**config.mk**
```make
export PLATFORM = sky130hd
export DESIGN_NAME = ac_remote_frame_builder_top
export DESIGN_NICKNAME = d
export VERILOG_FILES = /design/src/sv/acrfb_pkg.sv /design/src/sv/ac_remote_frame_builder_top.sv /design/src/sv/acrfb_front.sv /design/src/sv/acrfb_queue.sv /design/src/sv/acrfb_back.sv
export VERILOG_INCLUDE_DIRS = /design/src /design/src/sv
export SDC_FILE = /design/constraint.sdc
export NUM_CORES = 1
export LEC_CHECK = 0
export ABC_AREA = 1
export BUFFER_PORTS_ARGS = -buffer_cell sky130_fd_sc_hd__buf_2
export CORE_UTILIZATION = 45
export DETAILED_ROUTE_END_ITERATION = 6
export GPL_ROUTABILITY_DRIVEN = 0
export PLACE_DENSITY = 0.59
export SETUP_SLACK_MARGIN = 0.3
export SYNTH_ARGS = -nofsm -noshare
export SYNTH_HDL_FRONTEND = slang
export SYNTH_SLANG_ARGS = --single-unit
```
**constraint.sdc**
```tcl
create_clock -name clk -period 9.6 [get_ports clk]
set_input_delay 0.96 -clock clk [delete_from_list [all_inputs] [get_ports clk]]
set_output_delay 0.96 -clock clk [all_outputs]
set_load 0.02 [all_outputs]
```
**src/sv/ac_remote_frame_builder_top_defines.svh**
```systemverilog
// assertion macros shared by the frame builder modules
// expects clk and rst_n in the scope of the module that uses them
`ifndef AC_REMOTE_FRAME_BUILDER_TOP_DEFINES_SVH
`define AC_REMOTE_FRAME_BUILDER_TOP_DEFINES_SVH

// consequent checked in the same cycle
`define ACRFB_ASSERT_SAME(lbl, ante, cons, msg) \
    lbl: assert property (@(posedge clk) disable iff (!rst_n) (ante) |-> (cons)) \
        else $error(msg);

// consequent checked in the cycle after the antecedent
`define ACRFB_ASSERT_NEXT(lbl, ante, cons, msg) \
    lbl: assert property (@(posedge clk) disable iff (!rst_n) (ante) |=> (cons)) \
        else $error(msg);

`endif

```
**src/sv/acrfb_pkg.sv**
```systemverilog
// types, constants and code tables for the remote frame builder
// no dependencies
`default_nettype none

package acrfb_pkg;

    localparam int FrameBytes = 13;
    localparam int QueueDepth = 2;
    localparam int PtrW       = $clog2(QueueDepth);
    localparam int CountW     = $clog2(QueueDepth + 1);

    localparam logic [3:0] LastIndex    = 4'd13;
    localparam logic [7:0] CustomerCode = 8'hA6;

    localparam logic [4:0] CapHourIn   = 5'd24;
    localparam logic [4:0] CapHourOut  = 5'd23;
    localparam logic [5:0] CapMinute   = 6'd59;

    localparam int FlagPower  = 0;
    localparam int FlagSleep  = 1;
    localparam int FlagHealth = 2;
    localparam int FlagB4Hi   = 3;
    localparam int FlagB12Lo  = 4;
    localparam int FlagB12Hi  = 5;
    localparam int FlagB8     = 6;
    localparam int FlagLight  = 7;

    typedef struct packed {
        logic [2:0]  mode;
        logic [3:0]  temperature;
        logic [1:0]  fan_speed;
        logic [2:0]  vertical_swing;
        logic [2:0]  horizontal_swing;
        logic [1:0]  strength;
        logic [5:0]  position;
        logic [7:0]  feature_flags;
        logic [10:0] timer_time;
        logic [10:0] sleep_time;
        logic [4:0]  key_id;
    } settings_t;

    typedef struct packed {
        logic [3:0] byte_index;
        logic [7:0] byte_value;
        logic       last;
    } frame_byte_t;

    // frame bytes 0..12, checksum is added by the serializer
    typedef logic [FrameBytes-1:0][7:0] frame_t;

    function automatic logic [7:0] mode_code(input logic [2:0] m);
        logic [7:0] c;
        case (m)
            3'd0:    c = 8'h00;
            3'd1:    c = 8'h20;
            3'd2:    c = 8'h40;
            3'd3:    c = 8'h80;
            3'd4:    c = 8'hC0;
            default: c = 8'h00;
        endcase
        return c;
    endfunction

    function automatic logic [7:0] fan_code(input logic [1:0] f);
        logic [7:0] c;
        case (f)
            2'd0:    c = 8'hA0;
            2'd1:    c = 8'h60;
            2'd2:    c = 8'h40;
            2'd3:    c = 8'h20;
            default: c = 8'h00;
        endcase
        return c;
    endfunction

    function automatic logic [7:0] vswing_code(input logic [2:0] v);
        logic [7:0] c;
        case (v)
            3'd0:    c = 8'h0C;
            3'd1:    c = 8'h00;
            3'd2:    c = 8'h01;
            3'd3:    c = 8'h03;
            3'd4:    c = 8'h02;
            3'd5:    c = 8'h0A;
            default: c = 8'h00;
        endcase
        return c;
    endfunction

    function automatic logic [7:0] hswing_code(input logic [2:0] h);
        logic [7:0] c;
        case (h)
            3'd0:    c = 8'h00;
            3'd1:    c = 8'h60;
            3'd2:    c = 8'h80;
            3'd3:    c = 8'hA0;
            3'd4:    c = 8'hC0;
            3'd5:    c = 8'hE0;
            default: c = 8'h00;
        endcase
        return c;
    endfunction

endpackage

`default_nettype wire

```
**src/sv/ac_remote_frame_builder_top.sv**
```systemverilog
// Remote frame builder: each accepted settings snapshot becomes a 14-byte
// air-conditioner remote frame, sent one byte per cycle on the frame_byte
// channel while frame_byte_ready is high, with byte_index 0..13 and last set
// on the checksum byte. Frames follow one another back to back while
// frame_byte_ready stays high and the next frame is already queued. The
// first byte passes through the front register, the two-frame queue, the
// serializer load and the output register. Snapshots are taken while
// earlier frames are still going out, until the queue of two frames and
// the front register are all full.
// depends on acrfb_pkg, acrfb_front, acrfb_queue and acrfb_back
`default_nettype none

module ac_remote_frame_builder_top (
    input  wire                    clk,
    input  wire                    rst_n,
    input  acrfb_pkg::settings_t   settings,
    input  wire                    settings_valid,
    output logic                   settings_ready,
    output acrfb_pkg::frame_byte_t frame_byte,
    output logic                   frame_byte_valid,
    input  wire                    frame_byte_ready
);

    acrfb_pkg::frame_t front_frame, queue_frame;
    logic              front_valid, front_ready;
    logic              queue_valid, queue_ready;

    acrfb_front u_front (
        .clk            (clk),
        .rst_n          (rst_n),
        .settings       (settings),
        .settings_valid (settings_valid),
        .settings_ready (settings_ready),
        .frame          (front_frame),
        .frame_valid    (front_valid),
        .frame_ready    (front_ready)
    );

    acrfb_queue u_queue (
        .clk      (clk),
        .rst_n    (rst_n),
        .wr_frame (front_frame),
        .wr_valid (front_valid),
        .wr_ready (front_ready),
        .rd_frame (queue_frame),
        .rd_valid (queue_valid),
        .rd_ready (queue_ready)
    );

    acrfb_back u_back (
        .clk              (clk),
        .rst_n            (rst_n),
        .frame            (queue_frame),
        .frame_valid      (queue_valid),
        .frame_ready      (queue_ready),
        .frame_byte       (frame_byte),
        .frame_byte_valid (frame_byte_valid),
        .frame_byte_ready (frame_byte_ready)
    );

endmodule

`default_nettype wire

```
**src/sv/acrfb_front.sv**
```systemverilog
// front end: takes a settings snapshot, classifies the timer case
// and builds frame bytes 0..12 into a register; uses acrfb_pkg
`default_nettype none

module acrfb_front (
    input  wire                 clk,
    input  wire                 rst_n,
    input  acrfb_pkg::settings_t settings,
    input  wire                 settings_valid,
    output logic                settings_ready,
    output acrfb_pkg::frame_t   frame,
    output logic                frame_valid,
    input  wire                 frame_ready
);

    typedef enum logic [2:0] {
        TM_NONE,
        TM_SLEEP,
        TM_ON_EARLIEST,
        TM_ON,
        TM_OFF
    } timer_case_t;

    acrfb_pkg::frame_t frame_reg, frame_next;
    logic              valid_reg, valid_next;
    timer_case_t       tcase;
    logic              power, sleep, panel, off_slot;
    logic [10:0]       timer_capped, sel_time;
    logic [4:0]        hour;
    logic [5:0]        minute;
    logic [7:0]        flags;
    logic              fire;

    assign flags          = settings.feature_flags;
    assign power          = flags[acrfb_pkg::FlagPower];
    assign sleep          = flags[acrfb_pkg::FlagSleep];
    assign settings_ready = !valid_reg || frame_ready;
    assign fire           = settings_valid && settings_ready;

    always_comb
    begin
        if (settings.timer_time != 11'd0)
        begin
            if (power)
                tcase = sleep ? TM_ON_EARLIEST : TM_ON;
            else
                tcase = TM_OFF;
        end
        else
        begin
            tcase = sleep ? TM_SLEEP : TM_NONE;
        end
    end

    // hour 24 goes out as 23:59 in the TM_ON and TM_OFF cases
    assign timer_capped = (settings.timer_time[10:6] == acrfb_pkg::CapHourIn) ?
                          {acrfb_pkg::CapHourOut, acrfb_pkg::CapMinute} :
                          settings.timer_time;

    always_comb
    begin
        case (tcase)
            TM_SLEEP:       sel_time = settings.sleep_time;
            TM_ON_EARLIEST: sel_time = (settings.sleep_time <= settings.timer_time) ?
                                       settings.sleep_time : settings.timer_time;
            TM_ON:          sel_time = timer_capped;
            TM_OFF:         sel_time = timer_capped;
            default:        sel_time = 11'd0;
        endcase
    end

    assign hour     = sel_time[10:6];
    assign minute   = sel_time[5:0];
    assign panel    = (tcase == TM_SLEEP) || (tcase == TM_ON_EARLIEST) || (tcase == TM_ON);
    assign off_slot = (tcase == TM_OFF);

    always_comb
    begin
        frame_next     = '0;
        frame_next[0]  = acrfb_pkg::CustomerCode;
        frame_next[1]  = {settings.temperature, 4'h0}
                         + acrfb_pkg::vswing_code(settings.vertical_swing);
        frame_next[2]  = acrfb_pkg::hswing_code(settings.horizontal_swing);
        frame_next[3]  = ({settings.position, 2'b00}
                          + {6'b0, flags[acrfb_pkg::FlagHealth], 1'b0})
                         | {1'b0, off_slot,
                            (tcase == TM_ON_EARLIEST) || (tcase == TM_ON), 5'b0};
        frame_next[4]  = {flags[acrfb_pkg::FlagB4Hi], power, 6'b0};
        frame_next[5]  = acrfb_pkg::fan_code(settings.fan_speed)
                         + (panel ? {3'b0, hour} : 8'h00);
        frame_next[6]  = {settings.strength, 6'b0}
                         + (panel ? {2'b0, minute} : 8'h00);
        frame_next[7]  = acrfb_pkg::mode_code(settings.mode)
                         + (off_slot ? {3'b0, hour} : 8'h00);
        frame_next[8]  = {(tcase == TM_SLEEP) || (tcase == TM_ON_EARLIEST),
                          flags[acrfb_pkg::FlagB8], 6'b0}
                         + (off_slot ? {2'b0, minute} : 8'h00);
        frame_next[10] = {3'b0, flags[acrfb_pkg::FlagLight], 4'b0};
        frame_next[12] = ({1'b0, flags[acrfb_pkg::FlagB12Hi],
                           flags[acrfb_pkg::FlagB12Lo], 5'b0}
                          + {3'b0, settings.key_id}) | 8'h80;
    end

    always_comb
    begin
        if (fire)
            valid_next = 1'b1;
        else if (frame_ready)
            valid_next = 1'b0;
        else
            valid_next = valid_reg;
    end

    always_ff @(posedge clk or negedge rst_n)
    begin
        if (!rst_n)
            valid_reg <= 1'b0;
        else
            valid_reg <= valid_next;
    end

    always_ff @(posedge clk)
    begin
        if (fire)
            frame_reg <= frame_next;
    end

    assign frame       = frame_reg;
    assign frame_valid = valid_reg;

endmodule

`default_nettype wire

```
**src/sv/acrfb_queue.sv**
```systemverilog
// short frame queue between the front end and the serializer
// uses acrfb_pkg and the assertion macros header
`default_nettype none
`include "ac_remote_frame_builder_top_defines.svh"

module acrfb_queue (
    input  wire                clk,
    input  wire                rst_n,
    input  acrfb_pkg::frame_t  wr_frame,
    input  wire                wr_valid,
    output logic               wr_ready,
    output acrfb_pkg::frame_t  rd_frame,
    output logic               rd_valid,
    input  wire                rd_ready
);

    acrfb_pkg::frame_t                  mem [acrfb_pkg::QueueDepth];
    logic [acrfb_pkg::PtrW-1:0]         wr_ptr_reg, wr_ptr_next;
    logic [acrfb_pkg::PtrW-1:0]         rd_ptr_reg, rd_ptr_next;
    logic [acrfb_pkg::CountW-1:0]       count_reg, count_next;
    logic                               push, pop;

    assign wr_ready = (count_reg != acrfb_pkg::CountW'(acrfb_pkg::QueueDepth));
    assign rd_valid = (count_reg != '0);
    assign push     = wr_valid && wr_ready;
    assign pop      = rd_valid && rd_ready;
    assign rd_frame = mem[rd_ptr_reg];

    always_comb
    begin
        wr_ptr_next = push ? wr_ptr_reg + 1'b1 : wr_ptr_reg;
        rd_ptr_next = pop ? rd_ptr_reg + 1'b1 : rd_ptr_reg;
        count_next  = count_reg;
        if (push && !pop)
            count_next = count_reg + 1'b1;
        else if (pop && !push)
            count_next = count_reg - 1'b1;
    end

    always_ff @(posedge clk or negedge rst_n)
    begin
        if (!rst_n)
        begin
            wr_ptr_reg <= '0;
            rd_ptr_reg <= '0;
            count_reg  <= '0;
        end
        else
        begin
            wr_ptr_reg <= wr_ptr_next;
            rd_ptr_reg <= rd_ptr_next;
            count_reg  <= count_next;
        end
    end

    always_ff @(posedge clk)
    begin
        if (push)
            mem[wr_ptr_reg] <= wr_frame;
    end

    `ACRFB_ASSERT_SAME(a_count_bound, 1'b1,
        count_reg <= acrfb_pkg::CountW'(acrfb_pkg::QueueDepth), "queue count over depth")
    `ACRFB_ASSERT_NEXT(a_push_grows, push && !pop,
        count_reg == $past(count_reg) + 1'b1, "push did not grow the queue")
    `ACRFB_ASSERT_NEXT(a_pop_shrinks, pop && !push,
        count_reg == $past(count_reg) - 1'b1, "pop did not shrink the queue")

endmodule

`default_nettype wire

```
**src/sv/acrfb_back.sv**
```systemverilog
// serializer: shifts out frame bytes 0..12 one per cycle while frame_byte_ready allows, and appends
// the running checksum as byte 13; uses acrfb_pkg and the macros header
`default_nettype none
`include "ac_remote_frame_builder_top_defines.svh"

module acrfb_back (
    input  wire                    clk,
    input  wire                    rst_n,
    input  acrfb_pkg::frame_t      frame,
    input  wire                    frame_valid,
    output logic                   frame_ready,
    output acrfb_pkg::frame_byte_t frame_byte,
    output logic                   frame_byte_valid,
    input  wire                    frame_byte_ready
);

    acrfb_pkg::frame_t      shift_reg, shift_next;
    acrfb_pkg::frame_byte_t out_reg, out_next;
    logic                   out_valid_reg, out_valid_next;
    logic                   busy_reg, busy_next;
    logic [3:0]             idx_reg, idx_next;
    logic [7:0]             sum_reg, sum_next;
    logic [7:0]             cur_byte;
    logic                   advance, emit, finishing, pop;

    assign advance   = !out_valid_reg || frame_byte_ready;
    assign emit      = advance && busy_reg;
    assign finishing = (idx_reg == acrfb_pkg::LastIndex);
    // next frame loads in the same cycle the checksum goes out
    assign pop       = advance && frame_valid && (!busy_reg || finishing);
    assign cur_byte  = finishing ? sum_reg : shift_reg[0];

    always_comb
    begin
        shift_next     = shift_reg;
        out_next       = out_reg;
        out_valid_next = out_valid_reg;
        busy_next      = busy_reg;
        idx_next       = idx_reg;
        sum_next       = sum_reg;
        if (advance)
            out_valid_next = busy_reg;
        if (emit)
        begin
            out_next.byte_index = idx_reg;
            out_next.byte_value = cur_byte;
            out_next.last       = finishing;
            shift_next          = {8'h00, shift_reg[acrfb_pkg::FrameBytes-1:1]};
            sum_next            = sum_reg + cur_byte;
            idx_next            = idx_reg + 4'd1;
            if (finishing)
                busy_next = 1'b0;
        end
        if (pop)
        begin
            shift_next = frame;
            sum_next   = 8'h00;
            idx_next   = 4'd0;
            busy_next  = 1'b1;
        end
    end

    always_ff @(posedge clk or negedge rst_n)
    begin
        if (!rst_n)
        begin
            out_valid_reg <= 1'b0;
            busy_reg      <= 1'b0;
            idx_reg       <= 4'd0;
        end
        else
        begin
            out_valid_reg <= out_valid_next;
            busy_reg      <= busy_next;
            idx_reg       <= idx_next;
        end
    end

    always_ff @(posedge clk)
    begin
        shift_reg <= shift_next;
        out_reg   <= out_next;
        sum_reg   <= sum_next;
    end

    assign frame_ready      = pop;
    assign frame_byte       = out_reg;
    assign frame_byte_valid = out_valid_reg;

    `ACRFB_ASSERT_SAME(a_last_index, out_valid_reg && out_reg.last,
        out_reg.byte_index == acrfb_pkg::LastIndex, "last flag off the checksum byte")
    `ACRFB_ASSERT_SAME(a_idx_range, busy_reg,
        idx_reg <= acrfb_pkg::LastIndex, "byte index past frame end")
    `ACRFB_ASSERT_NEXT(a_no_gap, out_valid_reg && frame_byte_ready && !out_reg.last,
        out_valid_reg, "gap inside a frame")

endmodule

`default_nettype wire
```
* Word-level counts from Yosys, hierarchy flattened
Memory sizes are Yosys's and may differ from the RTL's.
Index checks and enable logic that the tools add are counted.
** Storage, ports and cells
- RAM bits :: 132
- Register bits :: 202
- Bits of input ports :: 62
- Logic and storage cells :: 131
- Memories kept :: 1
- Output and inout port bits :: 15
** Memories
- u_queue.mem :: words 2, width 66, rd ports 1, clocked after memory_dff 0, wr ports 1, line acrfb_queue.sv:17 : acrfb_pkg::frame_t mem [acrfb_pkg::QueueDepth];
** Operators by class
- Equal/unequal tests :: 23
- Bitwise gates (word level) :: 1
- Order comparisons :: 1
- $add $sub $neg :: 13
- Multiplexer cells :: 29
- Reductions and logical operators :: 29
** Operators with widths (count)
- $mux 104 :: 2
- $pmux 8 s4 :: 2
- $add 8x8->8 :: 5
- $pmux 8 s5 :: 1
- $pmux 11 s3 :: 1
- $eq 3x2->1 const B :: 8
- $mux 11 :: 2
- $pmux 4 s5 :: 1
- $eq 3x3->1 const B :: 6
- $mux 6 :: 2
- $le 11x11->1 :: 1
- $reduce_bool 11->1 :: 1
- $mux 5 :: 2
- $reduce_bool 2->1 :: 5
- $eq 3x1->1 const B :: 3
- $mux 1 :: 9
- $add 8x2->8 :: 1
- $add 8x4->8 :: 1
- $logic_and 1x1->1 :: 8
- $mux 4 :: 2
- $mux 8 :: 1
- $or 8x7->8 :: 1
- $add 7x5->7 :: 1
- $logic_or 1x1->1 :: 6
- 16 further kinds :: 24

* Longest topological paths before layout
- Depth after elaboration :: 8
- Gate-level depth with buffers :: 16
- Depth with buffers taken out :: 16

* By module
Synthesis repeated with hierarchy kept, for this count alone.
** Second synthesis, totals
- Cell total of the unflattened synthesis :: 1462
- Area total of the unflattened synthesis :: 16742.3 um^2
** Modules (own cells, without submodules)
- acrfb_queue :: seq. area each 6346.1 um^2, area an instance 7800.0 um^2, cells each 572, instances 1
- acrfb_back :: seq. area each 3823.7 um^2, area an instance 5841.9 um^2, cells each 610, instances 1
- acrfb_front :: seq. area each 1826.8 um^2, area an instance 3100.5 um^2, cells each 280, instances 1

* Worst setup path after synthesis
OpenSTA, ideal clock, no wires.
- Kind :: register -> register
- From :: register u_queue.count_reg[1] (netlist name)
- To :: memory u_queue.mem[1][0] (netlist name) (enable)
- Data required time :: 9.120 ns
- Setup time :: 0.480 ns
- Path buffers :: 0
- Arrival time :: 3.124 ns
- Path slack :: 5.996 ns
- Period minus slack after synthesis :: 3.604 ns
- Cell stages (with the launch flop) :: 4
- Cells stage by stage :: dfrtp_1 > inv_1 > o21ai_0 > nor2_1
** Between the ends
- Word-level cells in the longest chain between the ends :: 4
** Ends and longest elaborated chain
- from (decl) :: line acrfb_queue.sv:20 : logic [acrfb_pkg::CountW-1:0] count_reg, count_next;
- from (signal assigned) :: line acrfb_queue.sv:52 : count_reg <= count_next;
- $ne 2x2->1 :: line acrfb_queue.sv:23 : assign wr_ready = (count_reg != acrfb_pkg::CountW'(acrfb_pkg::QueueDepth));
- $logic_and 1x1->1 :: line acrfb_queue.sv:25 : assign push = wr_valid && wr_ready;
- $mux 1 :: line acrfb_queue.sv:58 : if (push)
- $mux 1 (not written as such) :: line acrfb_queue.sv:59 : mem[wr_ptr_reg] <= wr_frame;
- to (decl) :: line acrfb_queue.sv:17
Every way passes these cells.

* Worst setup path in the final report
- From :: register u_back.idx_reg[1]
- To :: register u_back.shift_reg[9] (netlist name) (enable)
** Between the ends
- Word-level cells in the longest chain between the ends :: 4
** Ends and longest elaborated chain
- from (decl) :: line acrfb_back.sv:21 : logic [3:0] idx_reg, idx_next;
- from (signal assigned) :: line acrfb_back.sv:75 : idx_reg <= idx_next;
- $eq 4x4->1 :: line acrfb_back.sv:28 : assign finishing = (idx_reg == acrfb_pkg::LastIndex);
- $logic_or 1x1->1 :: line acrfb_back.sv:30 : assign pop = advance && frame_valid && (!busy_reg || finishing);
- $logic_and 1x1->1 :: line acrfb_back.sv:30
- $reduce_bool 2->1 (no source line)
- to (signal assigned) :: line acrfb_back.sv:81 : shift_reg <= shift_next;
- to (decl) :: line acrfb_back.sv:17 : acrfb_pkg::frame_t shift_reg, shift_next;
Every way passes these cells.
A chain may end at the register's enable or synchronous reset.

==> reports/metrics.csv <==
metric;value;unit
Yosys top cell area share;70.4;%
post-route DRC violation count;0;
Synth area leaders;edfxtp_1 70%, nand2_1 5.6%, nor2_1 3.6%;
Synth Area in Simple Gates;11.9;%
Hold Vio Cnt, Final;0;
routed length per placed instance;14.5;µm
post_cts resized;0;
area fraction in compound gates after synthesis;6.27;%
mean post-synth cell area;13.0;µm²
GR Util met3;2.17;%
Leakage;5.58;nW
CTS tree;yes;
fill cell count;2379;
Sink Count;316;
worst setup path class;reg2reg;
drt pass-1 iters;7;
vias in the first global route;6794;
CTS max path bufs;3;
outcome;finished, final reports clean;
Least-Margin Pin Slew;897;ps
clk_skew;8.97;ps
# setup viols final;0;
#FFs+latches synth;316;
total number of vias;7031;
row cnt;61;
DIE WIDTH;170;µm
pre-CTS setup slack;5710;ps
initial core utilization;45.7;%
largest net degree at the start of global routing;88;
post-synthesis xor/xnor area fraction;0.761;%
r2r startpoint;u_back.idx_reg[1];
IR drop worst, VDD;0.153;mV
most common cell in the netlist;edfxtp_1;
Syn Inst Count;973;
Core Region;27700;µm²
mux cell area share after synthesis;0;%
DRT iter0 DRCs;390;
max reg flops;120;
RSZ-0062 raised after global routing;false;
Setup Fix Bufs, Post-CTS;0;
layout cells sized above 1;17.8;%
Slew Viols, Final;0;
area leader, netlist;edfxtp_1;
post-synthesis sequential area ratio;73.9;%
Synth-to-Final Area Change;12.7;%
setup_tns;0;ps
largest family of logic cells by synthesized area;simple AND/OR/NAND/NOR gates;
Placed Area;13400;µm²
Critical Path RT;9770;ps
CTS Buf Count;31;
CTS H-Tree Depth;1;
Vias/cell;4.84;
# hold bufs at CTS;0;
Routed Antenna Nets;0;
initial antenna violation count;0;
first-pass GRT wire length;34200;µm
CTS root buf;clkbuf_16;
fraction of met1 tracks used by global routing;19.0;%
Cell variety after synth;40;
Worst setup EP type;flip-flop;
Die Height;170;µm
Max Cap Viol;0;
final period utilization;37.0;%
Final Cell Area;14300;µm²
worst skew pair latency;550;ps
Post-Synth Adder-Cell Area;2.43;%
Total Routed Length;21100;µm
Hold WC Path Type;in2async;
launch point of the worst path;u_back.idx_reg[1];
DP Wirelength;12600;µm
startpoint types;flip-flop;
n_diodes;0;
ys flop type;edfxtp_1;
CTS clk-pin slew, worst paths;60;ps
achievable clock frequency;0.282;GHz
Top Usage Layer GRT;met2;
most frequent cells after synthesis;297 x edfxtp_1, 188 x nand2_1, 121 x nor2_1;
Mapped Area;12700;µm²
number of I/O port buffers;76;
PwrDens;316;nW/µm²
I/O pin total;77;
Worst slew margin;40.2;%
syn_nets;1059;
grt met2 use;26.7;%
total grt overflow;0;
Synth Warn #;0;
crit path max fanout;70;
post-layout worst setup margin;6050;ps
gr usage total;15.0;%
Total Nets Final;1140;
Die ar.;28800;µm²
Post-synth EDFFs;297;
Critical Path AT;3720;ps
Period minus WS final;3550;ps
Post-synth ARST share;3.48;%
[report_power, final]
group | leakage, nW | internal (W) | switching [W]
Combinational | 2.07 | 0.000337 | 0.000752
Clock | 0.453 | 0.000586 | 0.000479
Sequential | 3.06 | 0.00220 | 0.000164
[worst max-delay path, cell delays in order (launching register included)]
cell and delay, ps:
dfrtp_1 420, inv_1 70, ha_1 150, nand3_2 250, nand2_1 160, nand2_2 190
inv_4 550, nor2_4 110, inv_4 420, buf_4 750
[layer usage]
metal  up-vias  part of all wire, %
li1       3521                    -
met1      3351                   43
met2       123                   51
met3        36                  3.8
met4         0                  2.0
met5         -                    0
[layout by cell type (no fill, tap or decap), drive strengths merged]
master / n
a21boi: 1
a21oi: 41
a22oi: 3
a31oi: 53
and2: 1
buf: 83
clkbuf: 33
clkinv: 21
clkinvlp: 1
dfrtp: 11
dfxtp: 8
edfxtp: 297
fa: 1
ha: 23
inv: 104
nand2: 205
nand3: 14
nand4: 2
nor2: 129
nor3: 3
o211ai: 7
o21a: 1
o21ai: 14
o21bai: 1
o22ai: 3
or2: 5
xnor2: 4
xor2: 7
[area by class of cell]
cell class,instances,area [µm²],share of cell area [%]
Clock buffer,33,783,5.49
Clock inverter,22,109,0.763
Inverter,104,395,2.77
Multi-Input combinational cell,518,2720,19.1
Sequential cell,316,9360,65.6
Tap cell,378,473,3.31
Timing Repair Buffer,83,433,3.03
[metrics by stage]
stage	utilization, %	std cells	power (W)	hold slack, ps
final	51.5	1454	0.00451	275
after global routing	51.5	1454	0.00480	277
after CTS	51.5	1454	0.00457	263
after detailed placement	48.3	1399	0.00350	430
after global placement	48.3	1399	0.00347	422
after floorplan	-	973	0.00317	421
[path summary, 6_finish.rpt]
| path | end | slack [ps] | cells past startpoint |
|---|---|---|---|
| worst min-delay path | u_front.frame_valid | 270 | 1 |
| worst max register to register | u_back.shift_reg[9] | 6050 | 9 |
| min in group clk | u_queue.mem[1][33] | 440 | 0 |
| worst min register to register | u_queue.mem[1][33] | 440 | 0 |
| max in group asynchronous | u_queue.rd_ptr_reg | 9100 | 1 |
| worst max-delay path | u_back.shift_reg[9] | 6050 | 9 |
[logic make-up (layout without fill, tap and decap cells)]
group	after synthesis	in the layout
AO/OA/AOI/OAI	124	124
XOR/XNOR	11	11
adder cells (fa/ha/maj)	24	24
buffers and inverters	139	242
flip-flops	316	316
AND/OR/NAND/NOR	359	359
(Power assumes the default switching activity.)
